--- config.mk ---
export PLATFORM = sky130hd
export DESIGN_NAME = countdown_timer_bank
export DESIGN_NICKNAME = d
export VERILOG_FILES = /design/src/hdl/ctb_pkg.sv /design/src/hdl/countdown_timer_bank.sv /design/src/hdl/ctb_ram.sv
export SDC_FILE = /design/constraint.sdc
export NUM_CORES = 1
export LEC_CHECK = 0
export ABC_AREA = 1
export BUFFER_PORTS_ARGS = -buffer_cell sky130_fd_sc_hd__buf_2
export CAP_MARGIN = 0
export CORE_MARGIN = 2
export CORE_UTILIZATION = 65
export DETAILED_ROUTE_END_ITERATION = 7
export PLACE_DENSITY_LB_ADDON = 0.12
export SLEW_MARGIN = 20
export SYNTH_ARGS = -nofsm -noshare
export SYNTH_HDL_FRONTEND = slang
export SYNTH_SLANG_ARGS = --single-unit
--- constraint.sdc ---
create_clock -name clk -period 4.9 [get_ports clk]
set_clock_uncertainty 0.05 [all_clocks]
set_input_delay 0.49 -clock clk [delete_from_list [all_inputs] [get_ports clk]]
set_output_delay 0.49 -clock clk [all_outputs]
set_load 0.02 [all_outputs]
--- src/hdl/ctb_pkg.sv ---
// Shared types and constants for the countdown timer bank.
`default_nettype none
package ctb_pkg;

  localparam int TIMER_SLOTS = 8;
  localparam int SLOT_W      = (TIMER_SLOTS > 1) ? $clog2(TIMER_SLOTS) : 1;
  localparam int COUNT_W     = 20;

  localparam logic [1:0] CMD_TICK  = 2'd0;
  localparam logic [1:0] CMD_START = 2'd1;
  localparam logic [1:0] CMD_STOP  = 2'd2;

  localparam logic EVT_DEC    = 1'b0;
  localparam logic EVT_EXPIRE = 1'b1;

  typedef struct packed {
    logic [1:0]         cmd;
    logic [2:0]         timer_id;
    logic [COUNT_W-1:0] duration;
  } ctb_in_t;

  typedef struct packed {
    logic [2:0]         slot;
    logic               event_kind;
    logic [COUNT_W-1:0] count_left;
    logic               bank_idle;
    logic               last;
  } ctb_out_t;

  typedef enum logic [1:0] {
    ST_IDLE,
    ST_SCAN,
    ST_CALC
  } ctb_state_t;

endpackage
`default_nettype wire

--- src/hdl/countdown_timer_bank.sv ---
// Top level: timer bank sequencer, active flags, count RAM and result register.
// Start and stop complete in idle; in_ready is high whenever no tick is being walked.
// A tick walks the active slots in order, a scan state (RAM read) then a calc state
// (update and write-back) per active slot; a tick with no active slot ends after the scan state.
// The first result is registered from the calc state after the scan; out stalls hold the walk.
// Reset clears all active flags at once; counts are not cleared (no clearing pass).
`default_nettype none
module countdown_timer_bank (
  input  wire logic              clk,
  input  wire logic              rst_n,
  input  wire logic              in_valid,
  output logic                   in_ready,
  input  wire ctb_pkg::ctb_in_t  in_data,
  output logic                   out_valid,
  input  wire logic              out_ready,
  output ctb_pkg::ctb_out_t      out_data
);
  import ctb_pkg::*;

  ctb_state_t             state_r, state_nxt;
  logic [TIMER_SLOTS-1:0] active_r, active_nxt;
  logic [SLOT_W-1:0]      idx_r, idx_nxt;
  logic [SLOT_W-1:0]      cur_r, cur_nxt;
  logic                   any_left_r, any_left_nxt;
  logic                   out_valid_r, out_valid_nxt;
  ctb_out_t               out_r, out_nxt;

  logic                   ram_we;
  logic [SLOT_W-1:0]      ram_waddr, ram_raddr;
  logic [COUNT_W-1:0]     ram_wdata, ram_rdata;

  logic [TIMER_SLOTS-1:0] scan_mask, above_mask;
  logic                   found;
  logic [SLOT_W-1:0]      next_slot;
  logic                   in_fire, out_free, more, dec;
  logic [SLOT_W-1:0]      id_idx;

  assign in_ready  = (state_r == ST_IDLE);
  assign in_fire   = in_valid && in_ready;
  assign out_valid = out_valid_r;
  assign out_data  = out_r;
  assign out_free  = !out_valid_r || out_ready;
  assign id_idx    = SLOT_W'(in_data.timer_id);

  always_comb begin
    for (int j = 0; j < TIMER_SLOTS; j++) begin
      scan_mask[j]  = active_r[j] && (j >= int'(idx_r));
      above_mask[j] = active_r[j] && (j > int'(cur_r));
    end
    found     = |scan_mask;
    next_slot = '0;
    for (int j = TIMER_SLOTS - 1; j >= 0; j--) begin
      if (scan_mask[j]) begin
        next_slot = SLOT_W'(j);
      end
    end
  end

  assign more      = |above_mask;
  assign dec       = (ram_rdata != '0);
  assign ram_raddr = (state_r == ST_SCAN) ? next_slot : cur_r;

  ctb_ram #(
    .WIDTH (COUNT_W),
    .DEPTH (TIMER_SLOTS)
  ) u_count_ram (
    .clk   (clk),
    .we    (ram_we),
    .waddr (ram_waddr),
    .wdata (ram_wdata),
    .raddr (ram_raddr),
    .rdata (ram_rdata)
  );

  always_comb begin
    state_nxt     = state_r;
    active_nxt    = active_r;
    idx_nxt       = idx_r;
    cur_nxt       = cur_r;
    any_left_nxt  = any_left_r;
    out_valid_nxt = out_valid_r && !out_ready;
    out_nxt       = out_r;
    ram_we        = 1'b0;
    ram_waddr     = cur_r;
    ram_wdata     = ram_rdata - COUNT_W'(1);

    unique case (state_r)
      ST_IDLE: begin
        if (in_fire) begin
          unique case (in_data.cmd)
            CMD_TICK: begin
              state_nxt    = ST_SCAN;
              idx_nxt      = '0;
              any_left_nxt = 1'b0;
            end
            CMD_START: begin
              if (int'(in_data.timer_id) < TIMER_SLOTS) begin
                active_nxt[id_idx] = 1'b1;
                ram_we             = 1'b1;
                ram_waddr          = id_idx;
                ram_wdata          = in_data.duration;
              end
            end
            CMD_STOP: begin
              if (int'(in_data.timer_id) < TIMER_SLOTS) begin
                active_nxt[id_idx] = 1'b0;
              end
            end
            default: ;
          endcase
        end
      end
      ST_SCAN: begin
        if (found) begin
          cur_nxt   = next_slot;
          state_nxt = ST_CALC;
        end else begin
          state_nxt = ST_IDLE;
        end
      end
      ST_CALC: begin
        if (out_free) begin
          out_valid_nxt  = 1'b1;
          out_nxt.slot   = 3'(cur_r);
          out_nxt.last   = !more;
          if (dec) begin
            ram_we             = 1'b1;
            out_nxt.event_kind = EVT_DEC;
            out_nxt.count_left = ram_wdata;
            any_left_nxt       = 1'b1;
          end else begin
            active_nxt[cur_r]  = 1'b0;
            out_nxt.event_kind = EVT_EXPIRE;
            out_nxt.count_left = '0;
          end
          out_nxt.bank_idle = !more && !(any_left_r || dec);
          if (more) begin
            idx_nxt   = cur_r + SLOT_W'(1);
            state_nxt = ST_SCAN;
          end else begin
            state_nxt = ST_IDLE;
          end
        end
      end
      default: state_nxt = ST_IDLE;
    endcase
  end

  always_ff @(posedge clk) begin
    if (!rst_n) begin
      state_r     <= ST_IDLE;
      active_r    <= '0;
      idx_r       <= '0;
      cur_r       <= '0;
      any_left_r  <= 1'b0;
      out_valid_r <= 1'b0;
    end else begin
      state_r     <= state_nxt;
      active_r    <= active_nxt;
      idx_r       <= idx_nxt;
      cur_r       <= cur_nxt;
      any_left_r  <= any_left_nxt;
      out_valid_r <= out_valid_nxt;
    end
  end

  always_ff @(posedge clk) begin
    out_r <= out_nxt;
  end

endmodule
`default_nettype wire

--- src/hdl/ctb_ram.sv ---
// Generic single-port-write, registered-read RAM.
`default_nettype none
module ctb_ram #(
  parameter int WIDTH = 8,
  parameter int DEPTH = 8,
  parameter int ADDR_W = (DEPTH > 1) ? $clog2(DEPTH) : 1
) (
  input  wire logic              clk,
  input  wire logic              we,
  input  wire logic [ADDR_W-1:0] waddr,
  input  wire logic [WIDTH-1:0]  wdata,
  input  wire logic [ADDR_W-1:0] raddr,
  output logic      [WIDTH-1:0]  rdata
);

  logic [WIDTH-1:0] mem [DEPTH];

  always_ff @(posedge clk) begin
    if (we) begin
      mem[waddr] <= wdata;
    end
    rdata <= mem[raddr];
  end

endmodule
`default_nettype wire
Yosys cells after proc, flatten, opt, wreduce, memory -nomap -nowiden:

Memory sizes are Yosys's and may differ from the RTL's. A register that Yosys moved wholly into a read port is not among the register bits.
Index checks and enable logic that the tools add are counted.
W data, S select, Z words.

* bits in registers: 44
* bits in latches: 0
* bits in writable memories: 160
* bits in read-only memories: 0
* bits of input ports: 29
* memories kept: 1

* $add $sub $neg: 2
* $mul: 0
* divide/modulo/power cells: 0
* magnitude comparators: 18
* eq/ne operators: 11
* shift-type cells: 0
* multiplexer cells: 50
* bitwise gates (word level): 5
* reductions and logical operators: 37

Memories
* u_count_ram.mem: words 8, width 20, read ports 1, clocked after memory_dff 1, write ports 1, line ctb_ram.sv:16 `logic [WIDTH-1:0] mem [DEPTH];`

Operators with widths (count)
* $mux W20: 3
* $mux W3: 16
* $pmux W8 S2: 2
* $mux W8: 3
* $mux W21: 1
* $reduce_bool A20 Y1: 1
* $sub A20 B1 Y20 const B: 1
* $logic_and A1 B1 Y1: 19
* $and A8 B8 Y8: 2
* $not A8 Y8: 2
* $mux W1: 15
* $reduce_and A5 Y1: 3
* $gt A3 B3 Y1 const A: 4
* $ge A3 B3 Y1 const A: 3
* $lt A3 B4 Y1 const B: 2
* $mux W2: 4
* $ne A2 B2 Y1 const B: 4
* $or A8 B8 Y8: 1
* $reduce_or A8 Y1: 1
* $reduce_or A7 Y1: 1
* $demux W1 S3: 2
* $ge A1 B3 Y1 const A: 2
* $ge A2 B3 Y1 const A: 2
* $ge A3 B1 Y1 const B: 2
* 16 further kinds: 27

Longest topological paths before layout:

Gate-level depths: netlist (run 1).

* depth after elaboration: 10
* gate-level depth with buffers: 15

Modules after synthesis:

A second synthesis (run 1) with hierarchy kept.

* cells, all modules: 1185
* area total of the unflattened synthesis: 10596.4 µm²

Modules (own cells, without submodules)
* ctb_ram: instances 1, cells each 730, area each 7459.7 µm², seq. area each 5205.0 µm²
* countdown_timer_bank: instances 1, cells each 455, area each 3136.8 µm², seq. area each 1141.1 µm²

Worst setup path after synthesis (run 1):

No wires, ideal clock.

* path type: flip-flop to flip-flop
* start: reg state_r[1]
* end: mem u_count_ram.mem[0][0] in the netlist's numbering, enable pin
* library setup time: 397 ps
* arrival time: 2410 ps
* slack: 2043 ps
* cell stages (with the launch flop): 8
* buffers on the path: 0
* period minus slack after synthesis: 2857 ps
* path through: dfxtp_1 nor2_1 nand2_1 nor2_2 inv_2 o21ai_1 inv_1 nor2_1

* word-level cells in the longest chain between the ends: 6
* elaborated cells between the ends (all ways): 9
* those cells by class: eq/ne: 1; mux: 6; reduce/logical: 2

RTL lines
* start, declared: line countdown_timer_bank.sv:20 `ctb_state_t state_r, state_nxt;`
* start signal, assigned: line countdown_timer_bank.sv:158 `state_r <= state_nxt;`
* $logic_not A2 Y1 *: line countdown_timer_bank.sv:38 `assign in_ready = (state_r == ST_IDLE);`
* via in_ready: line countdown_timer_bank.sv:12 `output logic in_ready,`
* $logic_and A1 B1 Y1: line countdown_timer_bank.sv:39 `assign in_fire = in_valid && in_ready;`
* $mux W1: line countdown_timer_bank.sv:89 `if (in_fire) begin`
* $pmux W1 S2: line countdown_timer_bank.sv:87 `unique case (state_r)`
* $mux W1: line ctb_ram.sv:19 `if (we) begin`
* $mux W1 (implied by the code): line ctb_ram.sv:20 `mem[waddr] <= wdata;`
* end, declared: line ctb_ram.sv:16

Mark *: on every way through the listed nets, which the timed path passes. The rest lies on a longest branch.

Worst setup path in the final report (run 1):

* start: reg state_r[1]
* end: mem u_count_ram.mem[6][11] in the netlist's numbering, enable pin

* word-level cells in the longest chain between the ends: 6
* elaborated cells between the ends (all ways): 9
* those cells by class: eq/ne: 1; mux: 6; reduce/logical: 2

RTL lines (line)
* $logic_not A2 Y1: countdown_timer_bank.sv:38, countdown_timer_bank.sv:87
* $logic_and A1 B1 Y1: countdown_timer_bank.sv:39
* $mux W1: countdown_timer_bank.sv:89
* $pmux W1 S2: countdown_timer_bank.sv:87
* $mux W1: ctb_ram.sv:19
* $mux W1 (implied by the code): ctb_ram.sv:20

Several ways; a longest one is shown, not always the timed one.

==> reports/metrics.cfg, run 1 <==
[clock_network]
ctsResizeCount = 0
cts_buffers = 24
path_clk_slew_ns = 0.06
cts_tree = built
cts_setup_buffers = 0
htree_levels = 1
cts_hold_buf = 0
cts_sinks = 224
cts_buffer_depth = 3
clock_latency_ns = 0.53
root_buffer = clkbuf_16

[global_routing]
grt_pass1_wl_um = 38800
grt-ovfl-total = 0
track_usage_pct = 28.3
grt_pass1_vias = 7559
antenna_found_initial = 0
grt_max_degree = 81

[worst_setup_path]
path_class = register to register
crit_arrival_ns = 3.49
path_buf_inv = 4
cp.required_ns = 5.06
crit_chain = nor2_1 > nand2_1 > nor2_2 > buf_4 > inv_2 > o21ai_1 > inv_1 > nor2_2 > buf_4
rrSetupSlack_ns = 1.58
worstSetupStartpointType = register
path_max_fanout = 32
cpPeakStageDelay_ns = 0.51
critical-path-top-delay-family = buffers and inverters
crit_path_top_delay_cell = nor2_2
crit_path_end_kind = register

[layout]
syn_to_final_growth_pct = 10.7
layout.nets = 1245
finish.instance_area_mm2 = 0.0119
drive_gt1_share_pct = 14.8
antenna_cells = 0

[placement]
placed_cell_area_mm2 = 0.0111
hpwl_um = 15400
gp_congestion = 0.898
io_buffers = 56

[synthesis]
synth-seq-cells = 224
ys_top_cells_by_area = edfxtp_1 (52%), nand2_1 (9.5%), inv_1 (7.9%), nand3_1 (7.7%), dfxtp_1 (7.1%)
synthXorXnorAreaFrac_pct = 1.06
synth_commonest_cells = nand2_1 (273), inv_1 (226), edfxtp_1 (186)
synth-main-ff-cell = edfxtp_1
syn_avg_cell_area_um2 = 9.22
syn_area_mm2 = 0.0107
synthAdderAreaFrac_pct = 0.466
synth_top_area_share_pct = 52.0
synth_edf_count = 186
async_flop_share_pct = 0
synth_mux_area_share_pct = 0
synth_top_cell_by_area = edfxtp_1
synth_top_family_by_area = simple AND/OR/NAND/NOR gates
synth_compound_area_share_pct = 3.21
yosys_warnings = 0
yosysMostFrequentCell = nand2_1
synth_cell_type_count = 40
yosysSeqAreaShare_pct = 59.1
synth_fp_nets = 1197
synth_cells = 1164
synth-simple-area-share_pct = 25.1

[detailed_routing]
wl_per_cell_um = 17.1
via_per_inst = 5.45
drt_iter0_markers = 680
via_count = 7887
drc_errors = 0
routed_wirelength_um = 24800
drtPass1Iterations = 5
ant_nets = 0

[die]
initial_core_util_pct = 67.1
rows = 46
coreArea_mm2 = 0.0160
die_w_um = 133
die_h_um = 133
io_pins = 57
dieArea_mm2 = 0.0176

[timing]
tns_ns = 0
setup_violations = 0
holdWs_ns = 0.232
worst_pin_slew_ns = 1.12
period_minus_slack_ns = 3.32
period_share_pct = 67.8
slew_headroom_pct = 24.8
timing.fmax_mhz = 301
hold_violations = 0
rsz0062_at_grt = no
drv_slew = 0

[power]
p_per_area_mw_per_mm2 = 360
leakage_nw = 5.40
worst_ir_drop_vdd_mv = 0.448

[run_status]
run_status = finished, final reports clean

[worst_hold_path]
hp-class = input port to register

[job]
maxCapViolCount = 0

-- layout make-up --
class | instances | area [µm²]
sequential | 224 | 6350
fill | 1219 | 4120
multi-input combinational | 657 | 3240
inverter | 238 | 893
clock buffer | 33 | 644
timing repair buffer | 67 | 363
tap | 216 | 270
clock inverter | 11 | 119
-- path summary, 6_finish.rpt --
path,start,endpoint,depth (start not counted)
hold / removal,out_ready,state_r[1],4
hold reg to reg,any_left_r,any_left_r,2
setup / recovery,state_r[1],u_count_ram.mem[6][11],9
setup reg to reg,state_r[1],u_count_ram.mem[6][11],9
-- where the power goes --
part	switching, W	leakage [nW]	internal, W
clock	0.000721	0.367	0.00103
combinational	0.000254	3.04	0.0000921
sequential	0.0000292	1.99	0.00215
total	0.00100	5.40	0.00327
-- logic make-up after synthesis --
kind of cell             after synthesis
buffers and inverters                283
AO/OA/AOI/OAI                         62
flip-flops                           224
adder cells (fa/ha/maj)                4
XOR/XNOR                              13
AND/OR/NAND/NOR                      578
-- worst reg2reg max path: stages, from the launching register on --
cell and delay [ns]:
dfxtp_1 0.34, nor2_1 0.19, nand2_1 0.14, nor2_2 0.12, buf_4 0.33, inv_2 0.20, o21ai_1 0.49, inv_1 0.28
nor2_2 0.51, buf_4 0.37
-- stage by stage --
step	util [%]	setup WS (ns)	std cells	power, W
2_1_floorplan	-	2.04	1164	0.00244
3_3_place_gp	69.4	1.57	1402	0.00255
3_5_place_dp	69.4	1.45	1402	0.00256
4_1_cts	74.2	1.48	1446	0.00429
5_1_grt	74.2	1.36	1446	0.00440
6_report	74.2	1.58	1446	0.00428
-- cell usage in the layout, fill, tap and decap left out, types with 14 or more instances in the layout --
cell type	count
o21ai_0	19
inv_1	226
nor2_1	55
nand2_2	24
nand3_1	166
a21oi_1	19
edfxtp_1	186
nand2_1	272
buf_2	56
dfxtp_1	38
nand3_2	20
clkbuf_16	24
nor3_1	14
-- metal layers --
metal  vias up  global-route usage (%)  part of all wire, %  wire, µm
met4         0                    12.5                  3.9       978
met2       339                    46.9                   47     11600
li1       3824                       -                    -         -
met5         -                       0                    0         0
met3        72                    4.37                  7.1      1760
met1      3652                    37.4                   42     10400
-- flip-flops by register name, indices dropped and copies added, names as in the netlist, named ones only --
register / cells
any_left_r: 1
cur_r: 3
idx_r: 3
out_data: 26
out_valid: 1
state_r: 2
u_count_ram.mem: 160
u_count_ram.rdata: 20
Note: power is estimated with default switching activity, not from simulation.
==> inputs of run 2 (changes only) <==
--- a/config.mk
+++ b/config.mk
@@ -9,7 +9,7 @@
 export BUFFER_PORTS_ARGS = -buffer_cell sky130_fd_sc_hd__buf_2
 export CAP_MARGIN = 0
 export CORE_MARGIN = 2
-export CORE_UTILIZATION = 65
+export CORE_UTILIZATION = 55
 export DETAILED_ROUTE_END_ITERATION = 7
 export PLACE_DENSITY_LB_ADDON = 0.12
 export SLEW_MARGIN = 20
==> constraint.sdc (replaced) <==
create_clock -name clk -period 3 [get_ports clk]
set_clock_uncertainty 0.05 [all_clocks]
set_input_delay 0.3 -clock clk [delete_from_list [all_inputs] [get_ports clk]]
set_output_delay 0.3 -clock clk [all_outputs]
set_load 0.02 [all_outputs]
==> run 2 against run 1 <==
  * Hold slack got worse by 0.17 ns
  * Fmax rose by 30%
  * Wire length rose by 2.7%
  * Cell area rose by 1.6%
  * Utilization fell by 12 points
==> reports/metrics.cfg, run 2 (same netlist as run 1, synthesis figures left out) <==
[worst_setup_path]
path_max_fanout = 8  ; was 32
crit_chain = inv_1 > ha_1 > nand2_1 > nor3_4 > nand4_1 > xor2_1 > inv_1 > o21ai_0  ; was nor2_1 > nand2_1 > nor2_2 > buf_4 > inv_2 > o21ai_1 > inv_1 > nor2_2 > buf_4
crit_path_end_kind = register  ; unchanged
path_buf_inv = 2  ; was 4
crit_path_top_delay_cell = o21ai_0  ; was nor2_2
crit_arrival_ns = 2.67  ; was 3.49 ns
path_common_cell = inv_1
worstSetupStartpointType = register  ; unchanged
critical-path-top-delay-family = compound AO/OA/AOI/OAI gates  ; was buffers and inverters
cpPeakStageDelay_ns = 0.77  ; was 0.51 ns
path_class = register to register  ; unchanged
cp.required_ns = 3.12  ; was 5.06 ns

[layout]
top_register = u_count_ram.mem  ; unchanged
antenna_cells = 0  ; unchanged
final_common_cell = nand2_1  ; unchanged
final_util_pct = 62.4  ; was 74.2%
layout.nets = 1262  ; was 1245
seq_area_mm2 = 0.00635  ; unchanged
syn_to_final_growth_pct = 12.4  ; was 10.7%
stdcell_count = 1512  ; was 1446
multi_input_area_mm2 = 0.00324  ; about the same
drive_gt1_share_pct = 15.6  ; was 14.8%
final_cell_mix = nand2_1 (272), inv_1 (226), edfxtp_1 (186)  ; unchanged
largest_reg_flops = 160  ; unchanged
fillers = 1643  ; was 1219

[die]
rows = 51  ; was 46
die_w_um = 144  ; was 133 µm
coreArea_mm2 = 0.0193  ; was 0.0160 mm²
dieArea_mm2 = 0.0206  ; was 0.0176 mm²
initial_core_util_pct = 55.5  ; was 67.1%
io_pins = 57  ; unchanged
die_h_um = 144  ; was 133 µm

[clock_network]
cts_hold_buf = 0  ; unchanged
cts_buffer_depth = 3  ; unchanged
clock_latency_ns = 0.52  ; was 0.53 ns
root_buffer = clkbuf_16  ; unchanged
ctsResizeCount = 0  ; unchanged
path_clk_slew_ns = 0.06  ; about the same
cts_tree = built  ; unchanged
cts_sinks = 224  ; unchanged
cts_setup_buffers = 0  ; unchanged
cts_buffers = 24  ; unchanged
htree_levels = 1  ; unchanged

[power]
p_per_area_mw_per_mm2 = 575  ; was 360 mW/mm²
worst_ir_drop_vdd_mv = 0.452  ; was 0.448 mV
leakage_nw = 5.48  ; was 5.40 nW

[timing]
drv_slew = 0  ; unchanged
period_share_pct = 85.2  ; was 67.8%
worst_pin_slew_ns = 1.05  ; was 1.12 ns
timing.fmax_mhz = 391  ; was 301 MHz
tns_ns = 0  ; unchanged
setup_violations = 0  ; unchanged
rsz0062_at_grt = no  ; unchanged
hold_violations = 0  ; unchanged
period_minus_slack_ns = 2.55  ; was 3.32 ns
slew_headroom_pct = 29.0  ; was 24.8%

[detailed_routing]
maxUsedRoutingLayer = met4  ; unchanged
via_per_inst = 5.17  ; was 5.45
routed_wirelength_um = 25500  ; was 24800 µm
drt_iter0_markers = 641  ; was 680
wl_met3_um = 1170  ; was 1760 µm
routed-wl-met2_um = 12800  ; was 11600 µm
via_count = 7818  ; was 7887
drtPass1Iterations = 5  ; unchanged
drc_errors = 0  ; unchanged
drt-met1-wl_um = 10600  ; was 10400 µm
wl_per_cell_um = 16.8  ; was 17.1 µm
ant_nets = 0  ; unchanged

[run_status]
run_status = finished, final reports clean  ; unchanged

[placement]
dp.cells = 1468  ; was 1402
hpwl_um = 17100  ; was 15400 µm
io_buffers = 56  ; unchanged
gp_congestion = 0.915  ; was 0.898

[job]
maxCapViolCount = 0  ; unchanged

[global_routing]
antenna_found_initial = 0  ; unchanged
grt_max_degree = 81  ; unchanged
grt_pass1_wl_um = 39100  ; was 38800 µm
grt_pass1_vias = 7308  ; was 7559
track_usage_pct = 25.0  ; was 28.3%
grt-ovfl-total = 0  ; unchanged

[worst_hold_path]
hp-class = input port to register  ; unchanged

[run 2: cell types whose count changed in the layout (fill, tap and decap cells not counted), sizes merged]
cell,delta
bufinv,-2
buf,+17
clkinvlp,-2
clkbuf,+5
clkinv,-1
[run 2: path summary, 6_finish.rpt]
| path | slack, ns | startpoint | to | cells after the start |
|---|---|---|---|---|
| max | 0.45 | u_count_ram.rdata[0] | u_count_ram.mem[0][14] | 8 |
| min | 0.06 | out_ready | state_r[1] | 4 |
| max reg2reg | 0.45 | u_count_ram.rdata[0] | u_count_ram.mem[0][14] | 8 |
| min reg2reg | 0.45 | any_left_r | any_left_r | 2 |
[run 2: layout make-up]
cell class	instances	share of cell area, %
flip-flops and latches	224	52.6
inverters	238	7.40
repair buffers	84	4.33
clock buffers	38	5.93
clock inverters	6	0.197
multi-input cells	657	26.8
well taps	265	2.75
[run 2: worst register-to-register path, stage by stage (launching register included)]
cell and delay (ns):
dfxtp_1 0.32, inv_1 0.09, ha_1 0.21, nand2_1 0.13, nor3_4 0.25, nand4_1 0.17, xor2_1 0.16, inv_1 0.06
o21ai_0 0.77
[run 2: metrics by stage]
stage               hold WS, ns  power, W  area [µm²]  setup WS, ns
floorplan                 0.385   0.00399       10700         0.143
global placement          0.448   0.00421       11300         0.557
global route             0.0675   0.00718       12100         0.300
CTS                      0.0474   0.00697       12100         0.473
finish                   0.0644   0.00694       12100         0.445
detailed placement        0.445   0.00422       11300         0.520
[run 2: where the power goes]
part | internal, W | switching, W | total, W
clock network | 0.00163 | 0.00116 | 0.00279
registers | 0.00352 | 0.0000458 | 0.00356
logic | 0.000166 | 0.000426 | 0.000592
[run 2: layer usage]
metal	GRT usage, %	up-vias
met1	32.5	3680
met5	0	-
met3	3.03	58
li1	-	3858
met2	43.6	222
met4	8.31	0
